<file path="src/design/ascii_dec_hex_converter_macros.svh">
// ----------------------------------------------------------------------------
// ascii_dec_hex_converter_macros : assertion macros
// Concurrent check wrappers, compiled out when SYNTH is defined.
// ----------------------------------------------------------------------------
`ifndef ASCII_DEC_HEX_CONVERTER_MACROS_SVH
`define ASCII_DEC_HEX_CONVERTER_MACROS_SVH

`ifndef SYNTH
`define ADHC_ASSERT_SAME(label, clk, rst, ante, cons) \
   label: assert property (@(posedge clk) disable iff (rst) (ante) |-> (cons)) \
      else $error("adhc: same-cycle check failed");
`define ADHC_ASSERT_NEXT(label, clk, rst, ante, cons) \
   label: assert property (@(posedge clk) disable iff (rst) (ante) |=> (cons)) \
      else $error("adhc: next-cycle check failed");
`else
`define ADHC_ASSERT_SAME(label, clk, rst, ante, cons)
`define ADHC_ASSERT_NEXT(label, clk, rst, ante, cons)
`endif

`endif

</file>
<file path="src/design/adhc_pkg.sv">
// ----------------------------------------------------------------------------
// adhc_pkg : shared types and constants
// Value width, character codes and the engine command for the converter.
// ----------------------------------------------------------------------------
`default_nettype none

package adhc_pkg;

   localparam int VALUE_BITS = 64;
   localparam int NBUF       = 20;
   localparam int PTR_W      = $clog2(NBUF);

   typedef logic [7:0]            char_type;
   typedef logic [3:0]            digit_type;
   typedef logic [VALUE_BITS-1:0] value_type;

   localparam value_type VALUE_SMAX = {1'b0, {(VALUE_BITS-1){1'b1}}};

   localparam char_type CHAR_ZERO    = 8'h30;
   localparam char_type CHAR_NINE    = 8'h39;
   localparam char_type CHAR_UPPER_A = 8'h41;
   localparam char_type CHAR_UPPER_F = 8'h46;
   localparam char_type CHAR_LOWER_A = 8'h61;
   localparam char_type CHAR_LOWER_F = 8'h66;
   localparam char_type CHAR_LOWER_X = 8'h78;
   localparam char_type CHAR_MINUS   = 8'h2D;

   localparam digit_type RADIX_DEC = 4'd10;

   typedef struct packed {
      logic      start;
      logic      to_dec;
      value_type value;
   } conv_cmd_type;

endpackage

`default_nettype wire

</file>
<file path="src/design/adhc_req_if.sv">
// ----------------------------------------------------------------------------
// adhc_req_if : character input channel
// Valid/ready channel carrying one token character per beat.
// ----------------------------------------------------------------------------
`default_nettype none

interface adhc_req_if ();
   import adhc_pkg::*;

   logic     valid;
   logic     ready;
   char_type char_code;
   logic     token_end;

   modport source (output valid, output char_code, output token_end, input ready);
   modport sink   (input valid, input char_code, input token_end, output ready);
endinterface

`default_nettype wire

</file>
<file path="src/design/adhc_rsp_if.sv">
// ----------------------------------------------------------------------------
// adhc_rsp_if : answer output channel
// Valid/ready channel carrying one answer character per beat.
// ----------------------------------------------------------------------------
`default_nettype none

interface adhc_rsp_if ();
   import adhc_pkg::*;

   logic     valid;
   logic     ready;
   char_type out_char;
   logic     out_last;

   modport source (output valid, output out_char, output out_last, input ready);
   modport sink   (input valid, input out_char, input out_last, output ready);
endinterface

`default_nettype wire

</file>
<file path="src/design/ascii_dec_hex_converter.sv">
// A character that does not end its token is taken while the engine is idle.
// At a token end, hex-to-decimal runs shift-add-3 over all VALUE_BITS (64) bits in
// the digit engine, decimal-to-hex loads its nibbles directly; a skip over up to 19
// leading zero digits follows, then the answer beats, each held while stalled.
// The input is not ready from a token end until its last answer beat is loaded.
// Reset (synchronous, active high) clears the token state and the halt flag.
// ----------------------------------------------------------------------------
// ascii_dec_hex_converter : decimal / hexadecimal token converter
// Accumulates token characters and hands each token to the engine until halted.
// ----------------------------------------------------------------------------
`default_nettype none
`include "ascii_dec_hex_converter_macros.svh"

module ascii_dec_hex_converter (
   input  logic       clock,
   input  logic       reset,
   adhc_req_if.sink   req_chan,
   adhc_rsp_if.source rsp_chan
);
   import adhc_pkg::*;

   localparam int EXT_W = VALUE_BITS + 4;

   function automatic digit_type hex_digit(input char_type c);
      digit_type d;
      d = '0;
      if (c >= CHAR_ZERO && c <= CHAR_NINE) begin
         d = 4'(c - CHAR_ZERO);
      end else if (c >= CHAR_UPPER_A && c <= CHAR_UPPER_F) begin
         d = 4'(c - CHAR_UPPER_A) + RADIX_DEC;
      end else if (c >= CHAR_LOWER_A && c <= CHAR_LOWER_F) begin
         d = 4'(c - CHAR_LOWER_A) + RADIX_DEC;
      end
      return d;
   endfunction

   value_type  dec_ff, dec_in;
   value_type  hex_ff, hex_in;
   logic [1:0] pos_ff, pos_in;
   logic       sx_ff, sx_in;
   logic       done_ff, done_in;
   logic       halted_ff, halted_in;

   conv_cmd_type cmd;
   logic         eng_busy;
   logic         accept;
   char_type     c;
   logic         is_digit;
   digit_type    dval;
   logic [EXT_W-1:0] dec_prod;
   logic         dec_sat;
   value_type    dec_next, hex_next;
   logic [1:0]   pos_next;
   logic         sx_next, done_next;

   assign req_chan.ready = !eng_busy;
   assign accept         = req_chan.valid && req_chan.ready;
   assign c              = req_chan.char_code;

   assign is_digit  = (c >= CHAR_ZERO) && (c <= CHAR_NINE);
   assign dval      = 4'(c - CHAR_ZERO);
   assign dec_prod  = ({4'b0, dec_ff} << 3) + ({4'b0, dec_ff} << 1) + EXT_W'(dval);
   assign dec_sat   = dec_prod > EXT_W'(VALUE_SMAX);
   assign dec_next  = (done_ff || !is_digit) ? dec_ff
                    : (dec_sat ? VALUE_SMAX : dec_prod[VALUE_BITS-1:0]);
   assign done_next = done_ff || !is_digit;
   assign hex_next  = (pos_ff >= 2'd2) ? {hex_ff[VALUE_BITS-5:0], hex_digit(c)} : hex_ff;
   assign sx_next   = (pos_ff == 2'd1) ? (c == CHAR_LOWER_X) : sx_ff;
   assign pos_next  = (pos_ff == 2'd3) ? 2'd3 : (pos_ff + 2'd1);

   always_comb begin
      dec_in     = dec_ff;
      hex_in     = hex_ff;
      pos_in     = pos_ff;
      sx_in      = sx_ff;
      done_in    = done_ff;
      halted_in  = halted_ff;
      cmd.start  = 1'b0;
      cmd.to_dec = (pos_next == 2'd3) && sx_next;
      cmd.value  = cmd.to_dec ? hex_next : dec_next;
      if (accept && !halted_ff) begin
         if (pos_ff == 2'd0 && c == CHAR_MINUS) begin
            halted_in = 1'b1;
            dec_in    = '0;
            hex_in    = '0;
            pos_in    = '0;
            sx_in     = 1'b0;
            done_in   = 1'b0;
         end else if (req_chan.token_end) begin
            cmd.start = 1'b1;
            dec_in    = '0;
            hex_in    = '0;
            pos_in    = '0;
            sx_in     = 1'b0;
            done_in   = 1'b0;
         end else begin
            dec_in  = dec_next;
            hex_in  = hex_next;
            pos_in  = pos_next;
            sx_in   = sx_next;
            done_in = done_next;
         end
      end
   end

   always_ff @(posedge clock) begin
      if (reset) begin
         dec_ff    <= '0;
         hex_ff    <= '0;
         pos_ff    <= '0;
         sx_ff     <= 1'b0;
         done_ff   <= 1'b0;
         halted_ff <= 1'b0;
      end else begin
         dec_ff    <= dec_in;
         hex_ff    <= hex_in;
         pos_ff    <= pos_in;
         sx_ff     <= sx_in;
         done_ff   <= done_in;
         halted_ff <= halted_in;
      end
   end

   adhc_digit_engine u_engine (
      .clock    (clock),
      .reset    (reset),
      .cmd      (cmd),
      .busy     (eng_busy),
      .rsp_chan (rsp_chan)
   );

   `ADHC_ASSERT_NEXT(a_halt_sticks, clock, reset, halted_ff, halted_ff)
   `ADHC_ASSERT_SAME(a_no_start_halted, clock, reset, halted_ff, !cmd.start)
   `ADHC_ASSERT_NEXT(a_engine_takes_cmd, clock, reset, cmd.start, eng_busy)
   `ADHC_ASSERT_SAME(a_x_flag_early, clock, reset, (pos_ff == 2'd0 || pos_ff == 2'd1), !sx_ff)
   `ADHC_ASSERT_SAME(a_dec_saturated, clock, reset, 1'b1, !dec_ff[VALUE_BITS-1])

endmodule

`default_nettype wire

</file>
<file path="src/design/adhc_digit_engine.sv">
// ----------------------------------------------------------------------------
// adhc_digit_engine : radix conversion and answer emission
// Shift-add-3 for binary to decimal, nibble load for hex, leading-zero skip,
// 0x prefix for hex and one answer character per beat into an output register.
// ----------------------------------------------------------------------------
`default_nettype none

module adhc_digit_engine (
   input  logic                 clock,
   input  logic                 reset,
   input  adhc_pkg::conv_cmd_type cmd,
   output logic                 busy,
   adhc_rsp_if.source           rsp_chan
);
   import adhc_pkg::*;

   localparam int CNT_W = $clog2(VALUE_BITS);
   localparam logic [CNT_W-1:0] CNT_LAST = CNT_W'(VALUE_BITS - 1);
   localparam logic [PTR_W-1:0] PTR_TOP  = PTR_W'(NBUF - 1);

   localparam logic [2:0] ST_IDLE   = 3'd0;
   localparam logic [2:0] ST_DABBLE = 3'd1;
   localparam logic [2:0] ST_SKIP   = 3'd2;
   localparam logic [2:0] ST_PFX0   = 3'd3;
   localparam logic [2:0] ST_PFX1   = 3'd4;
   localparam logic [2:0] ST_EMIT   = 3'd5;

   logic [2:0]       state_ff, state_in;
   value_type        bin_ff, bin_in;
   digit_type        digit_ff [NBUF];
   digit_type        digit_in [NBUF];
   digit_type        dabble [NBUF];
   digit_type        adjust [NBUF];
   logic [PTR_W-1:0] ptr_ff, ptr_in;
   logic [CNT_W-1:0] cnt_ff, cnt_in;
   logic             prefix_ff, prefix_in;
   logic             rsp_valid_ff, rsp_valid_in;
   char_type         rsp_char_ff, rsp_char_in;
   logic             rsp_last_ff, rsp_last_in;

   logic [NBUF*4-1:0] padded;
   digit_type         cur_digit;
   char_type          cur_char;
   logic              out_free;
   logic              load;

   assign padded    = (NBUF*4)'(cmd.value);
   assign cur_digit = digit_ff[ptr_ff];
   assign cur_char  = (cur_digit < RADIX_DEC) ? (CHAR_ZERO + {4'b0, cur_digit})
                                              : (CHAR_UPPER_A + {4'b0, cur_digit - RADIX_DEC});
   assign out_free  = !rsp_valid_ff || rsp_chan.ready;

   // add three to every digit of five or more, then shift one bit in
   always_comb begin
      for (int i = 0; i < NBUF; i++) begin
         adjust[i] = (digit_ff[i] >= 4'd5) ? (digit_ff[i] + 4'd3) : digit_ff[i];
      end
      for (int i = 0; i < NBUF; i++) begin
         if (i == 0) begin
            dabble[i] = {adjust[i][2:0], bin_ff[VALUE_BITS-1]};
         end else begin
            dabble[i] = {adjust[i][2:0], adjust[i-1][3]};
         end
      end
   end

   always_comb begin
      state_in    = state_ff;
      bin_in      = bin_ff;
      ptr_in      = ptr_ff;
      cnt_in      = cnt_ff;
      prefix_in   = prefix_ff;
      rsp_char_in = rsp_char_ff;
      rsp_last_in = rsp_last_ff;
      load        = 1'b0;
      for (int i = 0; i < NBUF; i++) begin
         digit_in[i] = digit_ff[i];
      end
      unique case (state_ff)
         ST_IDLE: begin
            if (cmd.start) begin
               prefix_in = !cmd.to_dec;
               ptr_in    = PTR_TOP;
               cnt_in    = '0;
               bin_in    = cmd.value;
               if (cmd.to_dec) begin
                  for (int i = 0; i < NBUF; i++) begin
                     digit_in[i] = '0;
                  end
                  state_in = ST_DABBLE;
               end else begin
                  for (int i = 0; i < NBUF; i++) begin
                     digit_in[i] = padded[4*i +: 4];
                  end
                  state_in = ST_SKIP;
               end
            end
         end
         ST_DABBLE: begin
            for (int i = 0; i < NBUF; i++) begin
               digit_in[i] = dabble[i];
            end
            bin_in = bin_ff << 1;
            cnt_in = cnt_ff + 1'b1;
            if (cnt_ff == CNT_LAST) begin
               state_in = ST_SKIP;
            end
         end
         ST_SKIP: begin
            if (cur_digit == '0 && ptr_ff != '0) begin
               ptr_in = ptr_ff - 1'b1;
            end else begin
               state_in = prefix_ff ? ST_PFX0 : ST_EMIT;
            end
         end
         ST_PFX0: begin
            if (out_free) begin
               load        = 1'b1;
               rsp_char_in = CHAR_ZERO;
               rsp_last_in = 1'b0;
               state_in    = ST_PFX1;
            end
         end
         ST_PFX1: begin
            if (out_free) begin
               load        = 1'b1;
               rsp_char_in = CHAR_LOWER_X;
               rsp_last_in = 1'b0;
               state_in    = ST_EMIT;
            end
         end
         ST_EMIT: begin
            if (out_free) begin
               load        = 1'b1;
               rsp_char_in = cur_char;
               rsp_last_in = (ptr_ff == '0);
               if (ptr_ff == '0) begin
                  state_in = ST_IDLE;
               end else begin
                  ptr_in = ptr_ff - 1'b1;
               end
            end
         end
         default: begin
            state_in = ST_IDLE;
         end
      endcase
      rsp_valid_in = load ? 1'b1 : (rsp_valid_ff && !rsp_chan.ready);
   end

   always_ff @(posedge clock) begin
      if (reset) begin
         state_ff     <= ST_IDLE;
         rsp_valid_ff <= 1'b0;
      end else begin
         state_ff     <= state_in;
         rsp_valid_ff <= rsp_valid_in;
      end
   end

   always_ff @(posedge clock) begin
      bin_ff      <= bin_in;
      ptr_ff      <= ptr_in;
      cnt_ff      <= cnt_in;
      prefix_ff   <= prefix_in;
      rsp_char_ff <= rsp_char_in;
      rsp_last_ff <= rsp_last_in;
      for (int i = 0; i < NBUF; i++) begin
         digit_ff[i] <= digit_in[i];
      end
   end

   assign busy              = (state_ff != ST_IDLE);
   assign rsp_chan.valid    = rsp_valid_ff;
   assign rsp_chan.out_char = rsp_char_ff;
   assign rsp_chan.out_last = rsp_last_ff;

endmodule

`default_nettype wire

</file>
<file path="src/flat_wrapper.sv">
// flat-port wrapper written by rule: the top's interface ports become plain ports
module ascii_dec_hex_converter_flat import adhc_pkg::*;
  (clock, reset, req_chan_valid, req_chan_char_code, req_chan_token_end, req_chan_ready, rsp_chan_valid, rsp_chan_out_char, rsp_chan_out_last, rsp_chan_ready);
  adhc_req_if req_chan_i ();
  adhc_rsp_if rsp_chan_i ();
  input  logic clock;
  input  logic reset;
  input wire logic [$bits(req_chan_i.valid)-1:0] req_chan_valid;
  input wire logic [$bits(req_chan_i.char_code)-1:0] req_chan_char_code;
  input wire logic [$bits(req_chan_i.token_end)-1:0] req_chan_token_end;
  output wire logic [$bits(req_chan_i.ready)-1:0] req_chan_ready;
  output wire logic [$bits(rsp_chan_i.valid)-1:0] rsp_chan_valid;
  output wire logic [$bits(rsp_chan_i.out_char)-1:0] rsp_chan_out_char;
  output wire logic [$bits(rsp_chan_i.out_last)-1:0] rsp_chan_out_last;
  input wire logic [$bits(rsp_chan_i.ready)-1:0] rsp_chan_ready;
  assign req_chan_i.valid = req_chan_valid;
  assign req_chan_i.char_code = req_chan_char_code;
  assign req_chan_i.token_end = req_chan_token_end;
  assign req_chan_ready = req_chan_i.ready;
  assign rsp_chan_valid = rsp_chan_i.valid;
  assign rsp_chan_out_char = rsp_chan_i.out_char;
  assign rsp_chan_out_last = rsp_chan_i.out_last;
  assign rsp_chan_i.ready = rsp_chan_ready;
  ascii_dec_hex_converter u_core (.clock(clock), .reset(reset), .req_chan(req_chan_i), .rsp_chan(rsp_chan_i));
endmodule
</file>
<file path="config.mk">
export PLATFORM = sky130hd
export DESIGN_NAME = ascii_dec_hex_converter_flat
export DESIGN_NICKNAME = d
export VERILOG_FILES = /design/src/design/adhc_pkg.sv /design/src/design/adhc_req_if.sv /design/src/design/adhc_rsp_if.sv /design/src/design/ascii_dec_hex_converter.sv /design/src/design/adhc_digit_engine.sv /design/src/flat_wrapper.sv
export VERILOG_INCLUDE_DIRS = /design/src /design/src/design
export SDC_FILE = /design/constraint.sdc
export NUM_CORES = 1
export LEC_CHECK = 0
export ABC_CLOCK_PERIOD_IN_PS = 3700
export BUFFER_PORTS_ARGS = -buffer_cell sky130_fd_sc_hd__buf_2
export CELL_PAD_IN_SITES_DETAIL_PLACEMENT = 0
export CELL_PAD_IN_SITES_GLOBAL_PLACEMENT = 1
export CORE_MARGIN = 1
export CORE_UTILIZATION = 45
export DETAILED_ROUTE_END_ITERATION = 12
export GPL_ROUTABILITY_DRIVEN = 0
export HOLD_SLACK_MARGIN = 0.06
export PLACE_DENSITY = 0.73
export SLEW_MARGIN = 20
export SYNTH_ARGS = -nofsm -noshare
export SYNTH_HDL_FRONTEND = slang
export SYNTH_HIERARCHICAL = 1
export SYNTH_SLANG_ARGS = --single-unit
</file>
<file path="constraint.sdc">
create_clock -name clock -period 3.7 [get_ports clock]
set_input_delay 0 -clock clock [delete_from_list [all_inputs] [get_ports clock]]
set_output_delay 0 -clock clock [all_outputs]
set_load 0.05 [all_outputs]
</file>
== Word level (Yosys, flattened, before mapping) ==
Memory sizes are Yosys's and may differ from the RTL's. A register that Yosys moved wholly into a read port is not among the register bits.
Cells that the tools add are included.

* $add $sub $neg: 33
* Multiply operators: 0
* Divide/modulo/power cells: 0
* $lt $le $gt $ge: 29
* Eq/ne operators: 21
* Shift-type cells: 0
* Multiplexer cells: 76
* Bitwise gates (word level): 0
* Reductions and logical operators: 36

{| class="wikitable"
|+ Operators with widths
! kind !! number
|-
| 64-bit 2-to-1 mux || 9
|-
| 80-bit 2-to-1 mux || 2
|-
| 80-bit case mux with 2 select lines || 1
|-
| 64-bit case mux with 2 select lines || 1
|-
| 4-bit 2-to-1 mux || 22
|-
| 4-bit by 3-bit greater-or-equal comparator with 1-bit output (second input constant) || 20
|-
| 4-bit by 2-bit adder with 4-bit output (second input constant) || 19
|-
| 67-bit by 65-bit adder with 68-bit output || 1
|-
| 68-bit by 4-bit adder with 68-bit output || 1
|-
| 68-bit by 63-bit > comparator with 1-bit output (second input constant) || 1
|-
| 8-bit 2-to-1 mux || 4
|-
| 3-bit 2-to-1 mux || 9
|-
| 5-bit 2-to-1 mux || 5
|-
| 8-bit case mux with 3 select lines || 1
|-
| 3-bit case mux with 6 select lines || 1
|-
| 8-bit by 7-bit greater-or-equal comparator with 1-bit output (second input constant) || 2
|-
| 8-bit by 7-bit <= comparator with 1-bit output (second input constant) || 2
|-
| 2-bit inequality test (second input constant) || 8
|-
| 5-bit case mux with 3 select lines || 1
|-
| 1-bit 2-to-1 mux || 13
|-
| 6-bit case mux with 2 select lines || 1
|-
| 4-bit by 1-bit subtractor with 4-bit output (second input constant) || 3
|-
| 1-bit logical AND || 9
|-
| 3-bit nonzero test || 3
|-
| other kinds (39) || 56
|}

* Register bits after elaboration: 222
* Bits in latches: 0
* Memory bits (writable): 80
* Bits in read-only memories: 0
* Memories kept: 1

{| class="wikitable"
|+ Memories
! memory !! depth !! width !! rd ports !! clocked after Yosys merged registers in !! write ports !! line !! text
|-
| u_core.u_engine.digit_ff || 20 || 4 || 21 || 1 || 20 || adhc_digit_engine.sv:30 || <nowiki>digit_type digit_ff [NBUF];</nowiki>
|}

== Longest topological paths before layout ==
Gate-level depths: netlist (run 1).

* Word-level depth: 10
* Depth in mapped cells: 17
* Gate-level depth less buffers: 15

== By module ==
Netlist (run 1), hierarchy kept.

{| class="wikitable"
|+ Modules (own cells, without submodules)
! module !! times used !! cells an instance !! area each (µm²) !! sequential area each (µm²)
|-
| ascii_dec_hex_converter || 1 || 1543 || 11621.1 || 2582.5
|-
| adhc_digit_engine || 1 || 984 || 9958.3 || 5104.9
|}

== Least setup slack after synthesis (run 1) ==
OpenSTA, ideal clock, no wires.

* Path kind: register -> register
* Start point: register u_core.u_engine.state_ff[2]
* End point: register u_core.u_engine.bin_ff[0], enable pin
* Data arrival time: 3.599 ns
* Required time: 3.253 ns
* Path slack: -0.345 ns
* Stages on the path, launching flop included: 11
* Buffers on the path: 2
* Clock period less this slack: 4.045 ns
* Cells stage by stage: dfxtp_1 buf_2 nor2_1 nand2_1 nor3b_1 clkbuf_1 nand2_1 nor2_1 nand2_1 nor3_1 or2_2

{| class="wikitable"
|+ RTL lines
! item !! line !! text
|-
| from (decl) || adhc_digit_engine.sv:28 || <nowiki>logic [2:0] state_ff, state_in;</nowiki>
|-
| from (signal assigned) || adhc_digit_engine.sv:156 || <nowiki>state_ff <= state_in;</nowiki>
|-
| to (signal assigned) || adhc_digit_engine.sv:162 || <nowiki>bin_ff <= bin_in;</nowiki>
|-
| to (decl) || adhc_digit_engine.sv:29 || <nowiki>value_type bin_ff, bin_in;</nowiki>
|}

==> flow_summary.ini, run 1 <==
[outcome]
status = finished, violations left
violations = setup timing

[setup_path]
critical-path-top-delay-family = compound AO/OA/AOI/OAI gates
cp-end-kind = flop
crit_type = reg -> reg
path_common_cell = buf_6
path_cells = ha_1 > ha_4 > nand4_1 > or2_1 > or4_4 > a21o_4 > a2111o_1 > o211ai_2 > o2111ai_4 > buf_12 > buf_6 > buf_6 > a211oi_4 > o21ai_2 > a31o_2
startpoint_type = flop
crit_path_max_incr_delay_ps = 520
crit_slowest_cell = or4_4
cp.required_ps = 3990
cp_max_fo = 7
arrival_ps = 4510
critical_path_buf_inv_count = 3

[drt]
wl_mm = 74.3
vias = 21100
wl_per_cell_um = 21.0
drtIter0Drc = 1964
postRouteAntennaNets = 0
drc_errors = 0
via_per_inst = 5.94
drtPass1Iterations = 6

[floorplanning]
rows = 79
die-area_um2 = 48800
core_area_um2 = 47000
die_h_um = 221
die_w_um = 221
num_io_pins = 24
start_util_pct = 46.0

[synthesis]
synthCells = 2527
synth_cell_types = 82
ys_ff_latch = 302
synth_compound_area_share_pct = 19.9
yosys_warnings = 6
synth_xor_area_share_pct = 4.38
synth-simple-area-share_pct = 21.7
seq_area_frac_synth_pct = 35.6
synth_nets = 2720
yosys-mux-area-fraction_pct = 2.83
synth_fa_ha_area_share_pct = 10.5
postSynthAreaPerCell_um2 = 8.54
async_flop_share_pct = 0
synth_edf_count = 164
synth_top_family_by_area = simple AND/OR/NAND/NOR gates
syn_area_um2 = 21600
ys.flop_type = edfxtp_1

[layout]
stdcell_count = 3545
drive_gt1_share_pct = 32.3
area_growth_pct = 35.6
regArea_um2 = 7750
final_common_cell = buf_4
multi_input_comb_area_um2 = 14900
nets = 3104
mostFrequentLayoutCells = buf_4, nand2_1, nor2_1
fillCellCount = 3866

[grt]
track_usage_pct = 29.4
grt_start_max_net_pins = 78
grt_overflow = 0
grt_pass1_vias = 20400
grt_pass1_wl_mm = 114
grt_antenna_before_repair = 3

[sta]
drv_slew = 0
worst_slew_margin_rel_pct = 28.9
worstMarginPinSlew_ps = 1060
fmax_ghz = 0.237
hold_viol = 0
finalClockSkew_ps = 17.4
setup_violations = 189
finalCritPeriodShare_pct = 114
holdWs_ps = 149
setup_ws_ps = -520
rsz0062_at_grt = yes
min_period_ps = 4220

[clock_tree]
cts_buffers = 35
tritoncts = yes
cts_max_level = 2
cts_buffer_depth = 3
clkSinkCount = 302
path_clk_slew_ps = 70
clock_tree.root_cell = clkbuf_16
clock_latency_ps = 530

[min_path]
hold_path.class = in -> reg

[power_and_ir_drop]
vdd_ir_drop_max_v = 0.000227
powerDensity_nw_per_um2 = 330
leakage_nw = 11.7
power.total_mw = 9.65

[place]
dp.cells = 3392
io_buffers = 22
dp_hpwl_mm = 52.2

[flow_run]
drv_cap = 0
==> sequential cells by signal (all words and copies together) (netlist names), 2 cells and up, named ones only <==
name	flops
u_core/u_engine/cnt_ff	6
u_core/u_engine/rsp_chan.out_char	7
u_core/u_engine/bin_ff	64
u_core/u_engine/digit_ff	80
u_core/u_engine/ptr_ff	5
u_core/hex_ff	60
u_core/u_engine/state_ff	3
u_core/dec_ff	64
u_core/pos_ff	2
==> area by class of cell <==
type	count	share of cell area [%]
Sequential cell	302	26.5
Tap cell	607	2.60
Timing Repair Buffer	523	14.8
Clock inverter	18	0.787
Inverter	77	0.988
Clock buffer	45	3.35
Multi-Input combinational cell	1972	50.9
Antenna cell	1	0.00855
==> Yosys cell counts (all sizes together), types with 5 or more instances <==
cell type	instances	area [um^2]
a311oi	5	43.8
o211ai	11	87.6
nand2b	28	175
nor2b	14	87.6
xor2	40	350
ha	178	2230
o21a	7	52.6
mux2i	10	100
a22oi	62	465
and3	10	62.6
nand4	29	181
nor3	99	531
nor3b	22	165
clkbuf	126	473
a31o	16	140
mux4	19	428
a211oi	17	128
nor2	173	649
o31a	6	52.6
xnor2	68	596
o21ai	241	1210
mux2	6	82.6
or2	7	43.8
nand3b	7	52.6
edfxtp	164	4920
a211o	7	61.3
inv	77	289
o31ai	18	135
nor4	55	619
o21bai	15	113
a21oi	161	806
a2111oi	6	53.8
o41ai	8	70.1
buf	50	328
nand2	401	1510
dfxtp	138	2760
a31oi	11	83.8
nand3	77	385
or3	7	43.8
o22ai	57	357
a21o	20	150
and2	9	56.3
==> final timing paths <==
kind	startpoint	end	slack (ps)	cells past startpoint
setup / recovery	u_core/dec_ff[24]	u_core/u_engine/digit_ff[15][0]	-520	15
hold / removal	req_chan_char_code[6]	u_core/done_ff	150	6
setup reg to reg	u_core/dec_ff[24]	u_core/u_engine/digit_ff[15][0]	-520	15
hold reg to reg	u_core/sx_ff	u_core/sx_ff	490	2
==> repair_timing <==
| item | in CTS | in global routing |
|---|---|---|
| hold buffers | 8 | 0 |
| endpoints found under the hold margin | 21 | 0 |
| gates resized for setup | 297 | 173 |
| setup buffers | 51 | 37 |
| pin swaps | 126 | 110 |
| gates cloned | 3 | 2 |
| endpoints found under the setup margin | 189 | 189 |
==> kinds of logic after synthesis <==
group / after synthesis
flip-flops: 302
XOR/XNOR: 108
multiplexers: 35
AND/OR/NAND/NOR: 951
buffers and inverters: 253
adder cells (fa/ha/maj): 180
AO/OA/AOI/OAI: 697
other: 1
==> routing by layer <==
metal | vias to the layer above | wire length [um] | global-route usage [%] | part of all wire (%)
met2 | 819 | 33600 | 46.4 | 45
met4 | 2 | 2260 | 9.72 | 3.0
li1 | 10000 | - | - | -
met5 | - | 13 | 0 | 0.017
met3 | 128 | 5480 | 3.92 | 7.4
met1 | 10100 | 32900 | 41.5 | 44
==> power breakdown <==
part	switching [mW]	leakage, nW	internal, mW
sequential	0.269	2.68	3.86
clock	1.47	0.593	2.23
combinational	1.10	8.47	0.728
==> worst reg2reg max path, cell delays in order, from the launching register on <==
cell	delay, ps
dfxtp_4	370
ha_1	340
ha_4	280
nand4_1	130
or2_1	300
or4_4	520
a21o_4	220
a2111o_1	420
o211ai_2	120
o2111ai_4	180
buf_12	190
buf_6	150
buf_6	120
a211oi_4	280
o21ai_2	140
a31o_2	240
==> stage by stage <==
step	setup WS [ps]	utilization [%]	setup TNS, ps	area, um^2
6_report	-520	62.3	-57000	29300
5_1_grt	-650	62.3	-87750	29300
4_1_cts	-465	59.8	-55950	28100
3_5_place_dp	-866	53.3	-100060	25000
3_3_place_gp	-750	53.3	-86940	25000
2_1_floorplan	-180	-	-5030	21700
Note: power is estimated with default switching activity, not from simulation.
==> inputs of run 2 (changes only) <==
--- a/config.mk
+++ b/config.mk
@@ -11,11 +11,11 @@
 export CELL_PAD_IN_SITES_DETAIL_PLACEMENT = 0
 export CELL_PAD_IN_SITES_GLOBAL_PLACEMENT = 1
 export CORE_MARGIN = 1
-export CORE_UTILIZATION = 45
+export CORE_UTILIZATION = 25
 export DETAILED_ROUTE_END_ITERATION = 12
 export GPL_ROUTABILITY_DRIVEN = 0
 export HOLD_SLACK_MARGIN = 0.06
-export PLACE_DENSITY = 0.73
+export PLACE_DENSITY = 0.44
 export SLEW_MARGIN = 20
 export SYNTH_ARGS = -nofsm -noshare
 export SYNTH_HDL_FRONTEND = slang
==> flow_summary.ini, run 2 (synthesis results as in run 1) <==
[outcome]
status = finished, violations left
violations = setup timing

[setup_path]
crit_slowest_cell = or4_1
cp-end-kind = flop
cp.required_ps = 4010
critical_path_buf_inv_count = 2
arrival_ps = 4510
cp-startpoint = u_core/dec_ff[34]
crit_type = reg -> reg
critical-path-top-delay-family = compound AO/OA/AOI/OAI gates
startpoint_type = flop
crit_path_max_incr_delay_ps = 510
path_common_cell = ha_1
rr_startpoint = u_core/dec_ff[34]
cp_max_fo = 7
path_cells = ha_1 > ha_1 > nand4_1 > or3_1 > or4_1 > a21o_1 > a2111o_1 > o211ai_2 > o2111ai_4 > buf_12 > buf_4 > nor3_4 > o21ai_2 > a31o_2

[layout]
reg.largest.list = u_core/u_engine/digit_ff (80), u_core/dec_ff (64), u_core/u_engine/bin_ff (64)
top_register = u_core/u_engine/digit_ff
fillCellCount = 8718
mostFrequentLayoutCells = buf_4, nand2_1, nor2_1
nets = 3171
largest_reg_flops = 80
final_common_cell = buf_4
drive_gt1_share_pct = 32.5
post-route-util_pct = 35.6
area_growth_pct = 40.8

[sta]
rsz0062_at_grt = yes
finalClockSkew_ps = 23.9
setup_ws_ps = -502
min_period_ps = 4200
setup_violations = 189
holdWs_ps = 182
hold_viol = 0
worstMarginPinSlew_ps = 972
fmax_ghz = 0.238
finalCritPeriodShare_pct = 114
drv_slew = 0
worst_slew_margin_rel_pct = 35.2

[floorplanning]
num_io_pins = 24
core_area_um2 = 85300
die_h_um = 296
die_w_um = 296
rows = 107
die-area_um2 = 87500
start_util_pct = 25.3

[drt]
via_per_inst = 5.01
drtIter0Drc = 1227
postRouteAntennaNets = 0
drc_errors = 0
vias = 20800
drtPass1Iterations = 5
wl_mm = 87.3
wl_per_cell_um = 21.0

[power_and_ir_drop]
power_frac_clock_pct = 38.1
internal_power_mw = 6.81
vdd_ir_drop_max_v = 0.000278
leakage_nw = 12.3
switchingPower_mw = 2.99
p_comb_share_pct = 19.4
p_seq_share_pct = 42.5
powerDensity_nw_per_um2 = 323
switching_share_pct = 30.5

[grt]
grt_pass1_vias = 20700
grt_antenna_before_repair = 0
track_usage_pct = 19.8
grt_overflow = 0
grt_start_max_net_pins = 68
grt_pass1_wl_mm = 131

[flow_run]
drv_cap = 0

[clock_tree]
clock_tree.root_cell = clkbuf_16
cts_max_level = 2
cts_buffer_depth = 3
path_clk_slew_ps = 60
clkSinkCount = 302
clock_latency_ps = 550
cts_buffers = 38
tritoncts = yes

[place]
dp_hpwl_mm = 64.1
io_buffers = 22
pre_cts_ws_ps = -1060

[min_path]
min_from = req_chan_char_code[2]
hold_path.class = in -> reg
==> run 2: cell types whose count changed in the layout (fill, tap and decap cells not counted), sizes merged <==
cell,change
dlygate4sd3,+3
inv,+1
clkinvlp,-2
bufinv,-3
clkbuf,+9
buf,+62
clkinv,-1
==> run 2: worst min-delay path, cell delays in order <==
cell	delay [ps]
buf_2	180
ha_4	170
ha_4	160
nor4_4	50
o22ai_2	120
==> run 2: cell type report <==
class                           count  area, um^2  share of cell area [%]
Multi-Input combinational cell   1972       14800                    48.6
Sequential cell                   302        7730                    25.4
Timing Repair Buffer              587        4950                    16.3
Tap cell                         1144        1430                    4.71
Clock buffer                       55        1100                    3.61
Inverter                           77         292                   0.960
Clock inverter                     13         114                   0.375
Antenna cell                        1        2.50                 0.00824
==> run 2: final timing paths <==
check                                                 endpoint  slack (ps)  cells past startpoint
worst max-delay path            u_core/u_engine/digit_ff[8][0]        -500                     14
worst min-delay path                          u_core/dec_ff[2]         180                      5
worst min register to register                    u_core/sx_ff         480                      2
worst max register to register  u_core/u_engine/digit_ff[8][0]        -500                     14
==> run 2: per-stage QoR <==
stage	cell area (um^2)	TNS (ps)	power (mW)	std cells
2_1_floorplan	21700	-5030	5.34	2527
5_1_grt	30400	-101840	10.2	4150
4_1_cts	29500	-76800	9.90	4132
3_5_place_dp	26300	-133300	5.99	3995
6_report	30400	-62210	9.80	4151
3_3_place_gp	26300	-121980	5.97	3995
==> run 2: repair_timing <==
item	CTS	global route
hold buffers	11	0
gates resized for setup	310	153
gates cloned	6	1
setup endpoints to repair	189	189
hold endpoints to repair	24	0
buffers inserted	61	29
pin swaps	164	119
==> run 2: per-layer routing <==
layer,global-route usage (%),share of wire (%),routed length [um]
met5,0,0,0
met4,4.68,2.2,1910
met3,1.88,3.4,2960
met2,31.4,45,39400
met1,28.8,49,43000
==> run 2: power groups by stage <==
stage          registers [mW]  clock network [mW]  logic (mW)
2_1_floorplan            4.07                   0        1.27
3_3_place_gp             4.24                   0        1.74
3_5_place_dp             4.24                   0        1.76
4_1_cts                  4.17                3.87        1.86
5_1_grt                  4.20                3.97        2.09
6_report                 4.16                3.74        1.90
